==> src/sv/tmwc_pkg.sv <==
package tmwc_pkg;

  // Field and register widths that the interface fixes.
  localparam int SAMPLE_W        = 24;
  localparam int DEF_SAMPLE_BITS = 24;
  localparam int TARE_W          = 32;
  localparam int SCALE_W         = 24;
  localparam int WEIGHT_W        = 38;
  localparam int CFG_IDX_W       = 3;
  localparam int CFG_DATA_W      = 32;

  // Configuration register indexes.
  localparam logic [CFG_IDX_W-1:0] CFG_TARE    = 3'd0;
  localparam logic [CFG_IDX_W-1:0] CFG_PRODUCE = 3'd1;
  localparam logic [CFG_IDX_W-1:0] CFG_VERIFY  = 3'd2;
  localparam logic [CFG_IDX_W-1:0] CFG_SCALE   = 3'd3;
  localparam logic [CFG_IDX_W-1:0] CFG_UNIT    = 3'd4;

  // Samples per group and the fill counter.
  localparam int                  FILL_W     = 3;
  localparam logic [FILL_W-1:0]   GROUP_LAST = 3'd4;

  // Net value is 33 bits signed, so the divider numerator 20*|net| + s is 37 bits.
  localparam int NET_W   = TARE_W + 1;
  localparam int MAG_W   = TARE_W;
  localparam int NUM_W   = MAG_W + 5;
  localparam int DEN_W   = SCALE_W + 1;
  localparam int CNT_W   = 6;
  localparam logic [CNT_W-1:0] DIV_LAST = CNT_W'(NUM_W - 1);

  // Multiplier stage: quotient times a 32-bit unit factor, split in two halves.
  localparam int MULT_W  = 32;
  localparam int LO_W    = 19;
  localparam int HI_W    = NUM_W - LO_W;
  localparam int ACC_W   = NUM_W + MULT_W;
  localparam logic [MULT_W-1:0] MULT_LB = 32'd242400532;
  localparam logic [MULT_W-1:0] MULT_OZ = 32'd3878417316;

  typedef struct packed {
    logic acc_en;
    logic acc_first;
    logic third;
    logic mean;
    logic net;
    logic mag;
    logic load;
    logic div_step;
    logic mul_lo;
    logic mul_hi;
    logic load_out;
  } tmwc_cmd_t;

  typedef struct packed {
    logic below;
    logic out_free;
  } tmwc_sts_t;

endpackage

==> src/sv/tmwc_ctrl.sv <==
module tmwc_ctrl (
  input  logic                clk_i,
  input  logic                rst_ni,
  input  logic                in_valid_i,
  output logic                in_stall_o,
  input  tmwc_pkg::tmwc_sts_t sts_i,
  output tmwc_pkg::tmwc_cmd_t cmd_o
);
  import tmwc_pkg::*;

  localparam logic [3:0] S_COLLECT = 4'd0;
  localparam logic [3:0] S_THIRD   = 4'd1;
  localparam logic [3:0] S_MEAN    = 4'd2;
  localparam logic [3:0] S_NET     = 4'd3;
  localparam logic [3:0] S_MAG     = 4'd4;
  localparam logic [3:0] S_LOAD    = 4'd5;
  localparam logic [3:0] S_DIV     = 4'd6;
  localparam logic [3:0] S_MUL_LO  = 4'd7;
  localparam logic [3:0] S_MUL_HI  = 4'd8;
  localparam logic [3:0] S_ROUND   = 4'd9;

  logic [3:0]        state_q, state_d;
  logic [FILL_W-1:0] fill_q, fill_d;
  logic [CNT_W-1:0]  cnt_q, cnt_d;
  logic              accept;

  assign in_stall_o = (state_q != S_COLLECT);
  assign accept     = in_valid_i && (state_q == S_COLLECT);

  always_comb begin
    cmd_o           = '0;
    cmd_o.acc_en    = accept;
    cmd_o.acc_first = (fill_q == '0);
    cmd_o.third     = (state_q == S_THIRD);
    cmd_o.mean      = (state_q == S_MEAN);
    cmd_o.net       = (state_q == S_NET);
    cmd_o.mag       = (state_q == S_MAG);
    cmd_o.load      = (state_q == S_LOAD);
    cmd_o.div_step  = (state_q == S_DIV);
    cmd_o.mul_lo    = (state_q == S_MUL_LO);
    cmd_o.mul_hi    = (state_q == S_MUL_HI);
    cmd_o.load_out  = (state_q == S_ROUND) && sts_i.out_free;
  end

  always_comb begin
    state_d = state_q;
    fill_d  = fill_q;
    cnt_d   = cnt_q;
    case (state_q)
      S_COLLECT: begin
        if (accept) begin
          if (fill_q == GROUP_LAST) begin
            fill_d  = '0;
            state_d = S_THIRD;
          end else begin
            fill_d = fill_q + FILL_W'(1);
          end
        end
      end
      S_THIRD:  state_d = S_MEAN;
      S_MEAN:   state_d = S_NET;
      S_NET:    state_d = S_MAG;
      S_MAG:    state_d = S_LOAD;
      S_LOAD: begin
        cnt_d   = '0;
        state_d = sts_i.below ? S_ROUND : S_DIV;
      end
      S_DIV: begin
        cnt_d = cnt_q + CNT_W'(1);
        if (cnt_q == DIV_LAST) begin
          state_d = S_MUL_LO;
        end
      end
      S_MUL_LO: state_d = S_MUL_HI;
      S_MUL_HI: state_d = S_ROUND;
      S_ROUND: begin
        if (sts_i.out_free) begin
          state_d = S_COLLECT;
        end
      end
      default:  state_d = S_COLLECT;
    endcase
  end

  always_ff @(posedge clk_i or negedge rst_ni) begin
    if (!rst_ni) begin
      state_q <= S_COLLECT;
      fill_q  <= '0;
      cnt_q   <= '0;
    end else begin
      state_q <= state_d;
      fill_q  <= fill_d;
      cnt_q   <= cnt_d;
    end
  end

endmodule

==> src/sv/tmwc_dp.sv <==
module tmwc_dp #(
  parameter int SAMPLE_BITS = tmwc_pkg::DEF_SAMPLE_BITS
) (
  input  logic                                clk_i,
  input  logic                                rst_ni,
  input  logic [tmwc_pkg::SAMPLE_W-1:0]       sample_i,
  input  logic                                cfg_we_i,
  input  logic [tmwc_pkg::CFG_IDX_W-1:0]      cfg_index_i,
  input  logic [tmwc_pkg::CFG_DATA_W-1:0]     cfg_data_i,
  input  tmwc_pkg::tmwc_cmd_t                 cmd_i,
  output tmwc_pkg::tmwc_sts_t                 sts_o,
  input  logic                                out_stall_i,
  output logic                                out_valid_o,
  output logic [tmwc_pkg::SAMPLE_W-1:0]       trimmed_mean_o,
  output logic [tmwc_pkg::WEIGHT_W-1:0]       weight_o
);
  import tmwc_pkg::*;

  localparam int SB     = SAMPLE_BITS;
  localparam int SUM_W  = SB + 3;
  localparam int MID_W  = SB + 1;
  localparam int SHIFT  = SB + 2;
  localparam int PROD_W = 2 * SB + 2;
  // Reciprocal of three, exact for magnitudes below 2^(SB+1).
  localparam logic [MID_W-1:0] RECIP = MID_W'(((2 ** SHIFT) + 2) / 3);

  // Configuration registers.
  logic signed [TARE_W-1:0] tare_q;
  logic [SCALE_W-1:0]       produce_q;
  logic [SCALE_W-1:0]       verify_q;
  logic                     scale_sel_q;
  logic                     unit_q;

  // Group accumulators: running sum, minimum and maximum.
  logic signed [SB-1:0]     x_s;
  logic signed [SUM_W-1:0]  sum_q;
  logic signed [SB-1:0]     min_q, max_q;

  logic signed [SUM_W-1:0]  mid;
  logic [SUM_W-1:0]         mid_abs;
  logic [PROD_W-1:0]        prod_q;
  logic                     neg_q;
  logic [SB-1:0]            third_q;
  logic signed [SB-1:0]     mean_s;
  logic signed [SAMPLE_W-1:0] mean_q;
  logic signed [NET_W-1:0]  net_d, net_q;
  logic [MAG_W-1:0]         mag_q;

  logic [SCALE_W-1:0]       sel_scale, s_eff;
  logic [SCALE_W+1:0]       three_s;
  logic                     below_q;

  // Restoring divider.
  logic [DEN_W-1:0]         den_q;
  logic [DEN_W-1:0]         rem_q;
  logic [NUM_W-1:0]         quo_q;
  logic [DEN_W:0]           trial;
  logic [DEN_W+1:0]         diff;

  logic [MULT_W-1:0]        mult;
  logic [LO_W+MULT_W-1:0]   p_lo;
  logic [HI_W+MULT_W-1:0]   p_hi;
  logic [ACC_W-1:0]         acc_q;
  logic [ACC_W-1:0]         rnd;
  logic [WEIGHT_W-1:0]      weight_d;

  logic                     out_valid_q;
  logic [SAMPLE_W-1:0]      out_mean_q;
  logic [WEIGHT_W-1:0]      out_weight_q;

  assign x_s = sample_i[SB-1:0];

  always_comb begin
    mid     = sum_q - SUM_W'(min_q) - SUM_W'(max_q);
    mid_abs = mid[SUM_W-1] ? -mid : mid;
    third_q = prod_q[SHIFT +: SB];
    mean_s  = neg_q ? -third_q : third_q;
    net_d   = (NET_W'(mean_q) <<< 8) - NET_W'(tare_q);

    sel_scale = scale_sel_q ? verify_q : produce_q;
    s_eff     = (sel_scale == '0) ? SCALE_W'(1) : sel_scale;
    three_s   = {1'b0, s_eff, 1'b0} + (SCALE_W + 2)'(s_eff);

    trial = {rem_q, quo_q[NUM_W-1]};
    diff  = {1'b0, trial} - (DEN_W + 2)'(den_q);

    mult = unit_q ? MULT_OZ : MULT_LB;
    p_lo = (LO_W + MULT_W)'(quo_q[LO_W-1:0]) * (LO_W + MULT_W)'(mult);
    p_hi = (HI_W + MULT_W)'(quo_q[NUM_W-1:LO_W]) * (HI_W + MULT_W)'(mult);

    // Any bit at or above 2^38 after rounding saturates the weight.
    rnd = acc_q + (ACC_W'(1) << 23);
    if (below_q) begin
      weight_d = '0;
    end else if (|rnd[ACC_W-1:WEIGHT_W+24]) begin
      weight_d = '1;
    end else begin
      weight_d = rnd[WEIGHT_W+23:24];
    end
  end

  assign sts_o.below    = ({1'b0, mag_q} < (MAG_W + 1)'(three_s));
  assign sts_o.out_free = !out_valid_q || !out_stall_i;

  always_ff @(posedge clk_i or negedge rst_ni) begin
    if (!rst_ni) begin
      tare_q      <= '0;
      produce_q   <= SCALE_W'(256);
      verify_q    <= SCALE_W'(256);
      scale_sel_q <= 1'b0;
      unit_q      <= 1'b0;
    end else if (cfg_we_i) begin
      case (cfg_index_i)
        CFG_TARE:    tare_q      <= cfg_data_i[TARE_W-1:0];
        CFG_PRODUCE: produce_q   <= cfg_data_i[SCALE_W-1:0];
        CFG_VERIFY:  verify_q    <= cfg_data_i[SCALE_W-1:0];
        CFG_SCALE:   scale_sel_q <= cfg_data_i[0];
        CFG_UNIT:    unit_q      <= cfg_data_i[0];
        default:     ;
      endcase
    end
  end

  always_ff @(posedge clk_i) begin
    if (cmd_i.acc_en) begin
      sum_q <= cmd_i.acc_first ? SUM_W'(x_s) : sum_q + SUM_W'(x_s);
      min_q <= (cmd_i.acc_first || (x_s < min_q)) ? x_s : min_q;
      max_q <= (cmd_i.acc_first || (x_s > max_q)) ? x_s : max_q;
    end
    if (cmd_i.third) begin
      prod_q <= PROD_W'(mid_abs[MID_W-1:0]) * PROD_W'(RECIP);
      neg_q  <= mid[SUM_W-1];
    end
    if (cmd_i.mean) begin
      mean_q <= SAMPLE_W'(mean_s);
    end
    if (cmd_i.net) begin
      net_q <= net_d;
    end
    if (cmd_i.mag) begin
      mag_q <= net_q[NET_W-1] ? MAG_W'(-net_q) : net_q[MAG_W-1:0];
    end
    if (cmd_i.load) begin
      below_q <= sts_o.below;
      den_q   <= {s_eff, 1'b0};
      rem_q   <= '0;
      quo_q   <= (NUM_W'(mag_q) << 4) + (NUM_W'(mag_q) << 2) + NUM_W'(s_eff);
    end
    if (cmd_i.div_step) begin
      rem_q <= diff[DEN_W+1] ? trial[DEN_W-1:0] : diff[DEN_W-1:0];
      quo_q <= {quo_q[NUM_W-2:0], !diff[DEN_W+1]};
    end
    if (cmd_i.mul_lo) begin
      acc_q <= ACC_W'(p_lo);
    end
    if (cmd_i.mul_hi) begin
      acc_q <= acc_q + {p_hi, {LO_W{1'b0}}};
    end
    if (cmd_i.load_out) begin
      out_mean_q   <= mean_q;
      out_weight_q <= weight_d;
    end
  end

  always_ff @(posedge clk_i or negedge rst_ni) begin
    if (!rst_ni) begin
      out_valid_q <= 1'b0;
    end else if (cmd_i.load_out) begin
      out_valid_q <= 1'b1;
    end else if (!out_stall_i) begin
      out_valid_q <= 1'b0;
    end
  end

  assign out_valid_o    = out_valid_q;
  assign trimmed_mean_o = out_mean_q;
  assign weight_o       = out_weight_q;

endmodule

==> src/sv/trimmed_mean_weight_converter_unit.sv <==
// Trimmed-mean weight converter.
// Input channel: in_valid_i / in_stall_o carry one signed load-cell sample per request.
// Samples form groups of five. The first four requests of a group are taken without
// a stall and produce nothing. The fifth closes the group and starts the result path.
// Output channel: out_valid_o / out_stall_i carry trimmed_mean_o and weight_o.
// The result path runs through the 37-step restoring divider, one quotient bit per
// cycle, and the multiplier; when the magnitude is below the 3 g threshold both are
// skipped and the weight is zero.
// in_stall_o is high while a group is being converted.
// The result sits in an output register. When the receiver stalls it holds there and
// the next group's samples are still taken; only a second finished result waits for
// the register to free up.
// Configuration is written by the user through cfg_we_i / cfg_index_i / cfg_data_i while idle;
// the block does not enforce this. Reset clears the group counter and the output valid, and
// returns the registers to zero tare, a scale of 256 for both scales, produce scale and pounds.
module trimmed_mean_weight_converter_unit #(
  parameter int SAMPLE_BITS = tmwc_pkg::DEF_SAMPLE_BITS
) (
  input  logic                            clk_i,
  input  logic                            rst_ni,
  input  logic                            in_valid_i,
  output logic                            in_stall_o,
  input  logic [tmwc_pkg::SAMPLE_W-1:0]   sample_i,
  output logic                            out_valid_o,
  input  logic                            out_stall_i,
  output logic [tmwc_pkg::SAMPLE_W-1:0]   trimmed_mean_o,
  output logic [tmwc_pkg::WEIGHT_W-1:0]   weight_o,
  input  logic                            cfg_we_i,
  input  logic [tmwc_pkg::CFG_IDX_W-1:0]  cfg_index_i,
  input  logic [tmwc_pkg::CFG_DATA_W-1:0] cfg_data_i
);
  import tmwc_pkg::*;

  tmwc_cmd_t cmd;
  tmwc_sts_t sts;

  // The controller sequences the group count, the divide steps and the result hand-off.
  tmwc_ctrl u_ctrl (
    .clk_i      (clk_i),
    .rst_ni     (rst_ni),
    .in_valid_i (in_valid_i),
    .in_stall_o (in_stall_o),
    .sts_i      (sts),
    .cmd_o      (cmd)
  );

  // The datapath holds the configuration, the accumulators, the divider and the output register.
  tmwc_dp #(
    .SAMPLE_BITS (SAMPLE_BITS)
  ) u_dp (
    .clk_i          (clk_i),
    .rst_ni         (rst_ni),
    .sample_i       (sample_i),
    .cfg_we_i       (cfg_we_i),
    .cfg_index_i    (cfg_index_i),
    .cfg_data_i     (cfg_data_i),
    .cmd_i          (cmd),
    .sts_o          (sts),
    .out_stall_i    (out_stall_i),
    .out_valid_o    (out_valid_o),
    .trimmed_mean_o (trimmed_mean_o),
    .weight_o       (weight_o)
  );

  // A result is only loaded when the output register is free to take it.
  assert property (@(posedge clk_i) disable iff (!rst_ni)
    cmd.load_out |-> sts.out_free)
    else $error("result loaded over an unconsumed result");

  // The output valid only rises after a result load.
  assert property (@(posedge clk_i) disable iff (!rst_ni)
    $rose(out_valid_o) |-> $past(cmd.load_out))
    else $error("output valid rose without a result load");

  // No sample is taken while the divider or multiplier is working.
  assert property (@(posedge clk_i) disable iff (!rst_ni)
    (cmd.div_step || cmd.mul_lo || cmd.mul_hi) |-> (in_stall_o && !cmd.acc_en))
    else $error("sample taken during conversion");

endmodule

==> config.mk <==
export PLATFORM = sky130hd
export DESIGN_NAME = trimmed_mean_weight_converter_unit
export DESIGN_NICKNAME = d
export VERILOG_FILES = /design/src/sv/tmwc_pkg.sv /design/src/sv/tmwc_ctrl.sv /design/src/sv/tmwc_dp.sv /design/src/sv/trimmed_mean_weight_converter_unit.sv
export SDC_FILE = /design/constraint.sdc
export NUM_CORES = 2
export LEC_CHECK = 0
export BUFFER_PORTS_ARGS = -buffer_cell sky130_fd_sc_hd__buf_2
export CORE_MARGIN = 8
export CORE_UTILIZATION = 60
export DETAILED_ROUTE_END_ITERATION = 8
export PLACE_DENSITY = 0.77
export SLEW_MARGIN = 40
export SYNTH_ARGS = -nofsm -noshare
export SYNTH_HDL_FRONTEND = slang
export SYNTH_SLANG_ARGS = --single-unit
==> constraint.sdc <==
create_clock -name clk_i -period 11.1 [get_ports clk_i]
set_input_delay 0.555 -clock clk_i [delete_from_list [all_inputs] [get_ports clk_i]]
set_output_delay 0.555 -clock clk_i [all_outputs]
set_load 0.1 [all_outputs]
==> impl_metrics.tcl <==
set metrics [dict create \
    gp_congestion 1.03 \
    min_period_ps 10510 \
    io-pin-count 128 \
    cp.required_ps 11540 \
    worst_pin_slew_ps 885 \
    final_area_um2 72700 \
    cp_num_buf_inv 7 \
    routed_wl_um 172000 \
    syn_avg_cell_area_um2 10.2 \
    timing.final.crit_share_pct 94.7 \
    slew_headroom_pct 40.8 \
    die-width_um 352 \
    port_buffers 127 \
    core_area_um2 112000 \
    numCtsBuffers 55 \
    synth_top_family_by_area "adder cells" \
    critPathMaxStageDelay_ps 690 \
    drv_slew 0 \
    avgViaCountPerCell 5.68 \
    synth_xor_xnor_area_share_pct 5.05 \
    rsz0062_at_grt "false" \
    ys.flop_type "edfxtp_1" \
    grt_usage_pct 28.5 \
    wl_per_cell_um 20.6 \
    root_buffer "clkbuf_16" \
    synth_compound_area_share_pct 10.0 \
    synth-simple-area-share_pct 8.40 \
    yosysSeqAreaShare_pct 20.7 \
    die-area_um2 124000 \
    synth_edf_count 386 \
    fmax_mhz 95.2 \
    cp_common_cell "fa_1" \
    drv_cap 0 \
    layout_common_cells "1423 x inv_1, 974 x fa_1, 916 x ha_1" \
    worst_path_dominant_cell_family "adder cells" \
    synth.distinct_cells 90 \
    nets 8784 \
    cp-start-kind "register" \
    grt_max_degree 72 \
    fin_tns_setup_ps 0 \
    grt_pass1_vias 51000 \
    rrSetupSlack_ps 590 \
    cts_max_path_buffers 3 \
    clkSinkCount 482 \
    ys_seq_elements 482 \
    critPathCaptureType "register" \
    finalHoldViolCount 0 \
    firstDrtPassIters 6 \
    fin_worst_skew_ps 35.4 \
    cpMaxStageDelayCell "xnor2_1" \
    synth-warning-count 0 \
    route.detailed.drc 0 \
    num_rows 123 \
    syn_to_final_growth_pct 7.54 \
    syn-instance-count 6615 \
    hold_ws_ps 77.2 \
    drtIter0Drc 3087 \
    setup_viol 0 \
    worst_ep_arrival_time_ps 10950 \
    outcome "complete, no violations" \
    cts_tree "yes" \
    synth_mux_area_share_pct 1.55 \
    ant_nets 0 \
    antenna_found_initial 3 \
    grt-ovfl-total 0 \
    drive_gt1_share_pct 6.78 \
    finish.utilization_pct 64.8 \
    clock_latency_ps 690 \
    clk_pin_slew_worst_paths_ps 60 \
    syn_area_um2 67600 \
    synthAdderAreaFrac_pct 45.8 \
    dpl.hpwl_um 146000 \
    async_reset_ff_share_pct 19.9 \
    die_h_um 352 \
    cp_max_fo 7 \
    hold_path_class "in -> reg" \
    vias 47600 \
    grt_pass1_wl_um 277000 \
    placed_area_um2 70600 \
    criticalPathCategory "reg -> reg" \
    htree_levels 2 \
    layout_commonest_cell "inv_1" \
    start_util_pct 60.3 \
]
-- synth_stat cells, types with 80 or more instances --
| cell | number | share of area (%) |
|---|---|---|
| nand2_1 | 306 | 1.7 |
| edfxtp_1 | 386 | 17 |
| clkbuf_1 | 94 | 0.52 |
| nor2_1 | 283 | 1.6 |
| inv_1 | 1425 | 7.9 |
| nand2b_1 | 80 | 0.74 |
| xor2_1 | 144 | 1.9 |
| ha_1 | 916 | 17 |
| o21ai_0 | 235 | 1.7 |
| a21oi_1 | 352 | 2.6 |
| xnor2_1 | 244 | 3.2 |
| a21o_1 | 158 | 1.8 |
| mux2_2 | 83 | 1.4 |
| fa_1 | 974 | 29 |
| dfrtp_1 | 94 | 3.5 |
-- through the flow --
step	instances	setup WS [ps]
global route	8377	26.5
global placement	8262	287
finish	8377	591
CTS	8367	164
detailed placement	8264	173
floorplan	6673	1250
-- repair_timing --
item,in CTS,in global routing
resized for setup,0,14
buffers inserted,0,6
endpoints found under the hold margin,35,0
endpoints found under the setup margin,0,12
hold buffers,1,0
-- per-layer routing --
layer	up-vias	part of all wire, %	global-route usage, %
li1	22100	-	-
met1	23700	38	34.3
met2	1367	51	50.6
met3	479	4.7	3.40
met4	2	6.2	14.3
met5	-	0.0075	0
-- cell type report --
class,count,area (µm²)
Inverter,1425,5350
Timing Repair Buffer,201,1220
Clock buffer,61,1440
Fill cell,8829,39500
Clock inverter,41,520
Multi-Input combinational cell,4665,48300
Sequential cell,482,14000
Antenna cell,2,5.00
Tap cell,1500,1880
-- path summary, 6_finish.rpt --
check	start	to	cells after the start
max in group asynchronous	rst_ni	u_ctrl.cnt_q[1]	3
setup reg to reg	u_dp.min_q[4]	u_dp.prod_q[43]	37
min in group asynchronous	rst_ni	u_dp.verify_q[14]	2
setup / recovery	u_dp.min_q[4]	u_dp.prod_q[43]	37
hold / removal	cfg_data_i[24]	u_dp.tare_q[24]	3
hold reg to reg	u_dp.prod_q[26]	u_dp.mean_q[0]	0
-- sequential cells by signal (all words and copies together) (netlist names), 3 cells and up --
name,flops
u_ctrl.cnt_q,6
u_ctrl.fill_q,3
u_ctrl.state_q,4
u_dp.acc_q,48
u_dp.den_q,24
u_dp.mag_q,32
u_dp.max_q,24
u_dp.mean_q,24
u_dp.min_q,24
u_dp.net_q,33
u_dp.prod_q,24
u_dp.produce_q,24
u_dp.quo_q,37
u_dp.rem_q,25
u_dp.sum_q,27
u_dp.tare_q,32
u_dp.trimmed_mean_o,24
u_dp.verify_q,24
u_dp.weight_o,38
-- logic make-up after synthesis --
| logic type | after synthesis |
|---|---|
| mux | 94 |
| buf+inv | 1526 |
| compound gates | 1087 |
| flops | 482 |
| simple gates | 1145 |
| fa+ha+maj | 1890 |
| xor+xnor | 389 |
| other cells | 2 |
-- worst min-delay path: stages --
cell	delay, ps
buf_2	80
nand2_1	40
o21ai_0	60
Power is left out: the tool's default activity adds up to more than one toggle a clock period on the data nets, which glitch-free logic cannot reach.
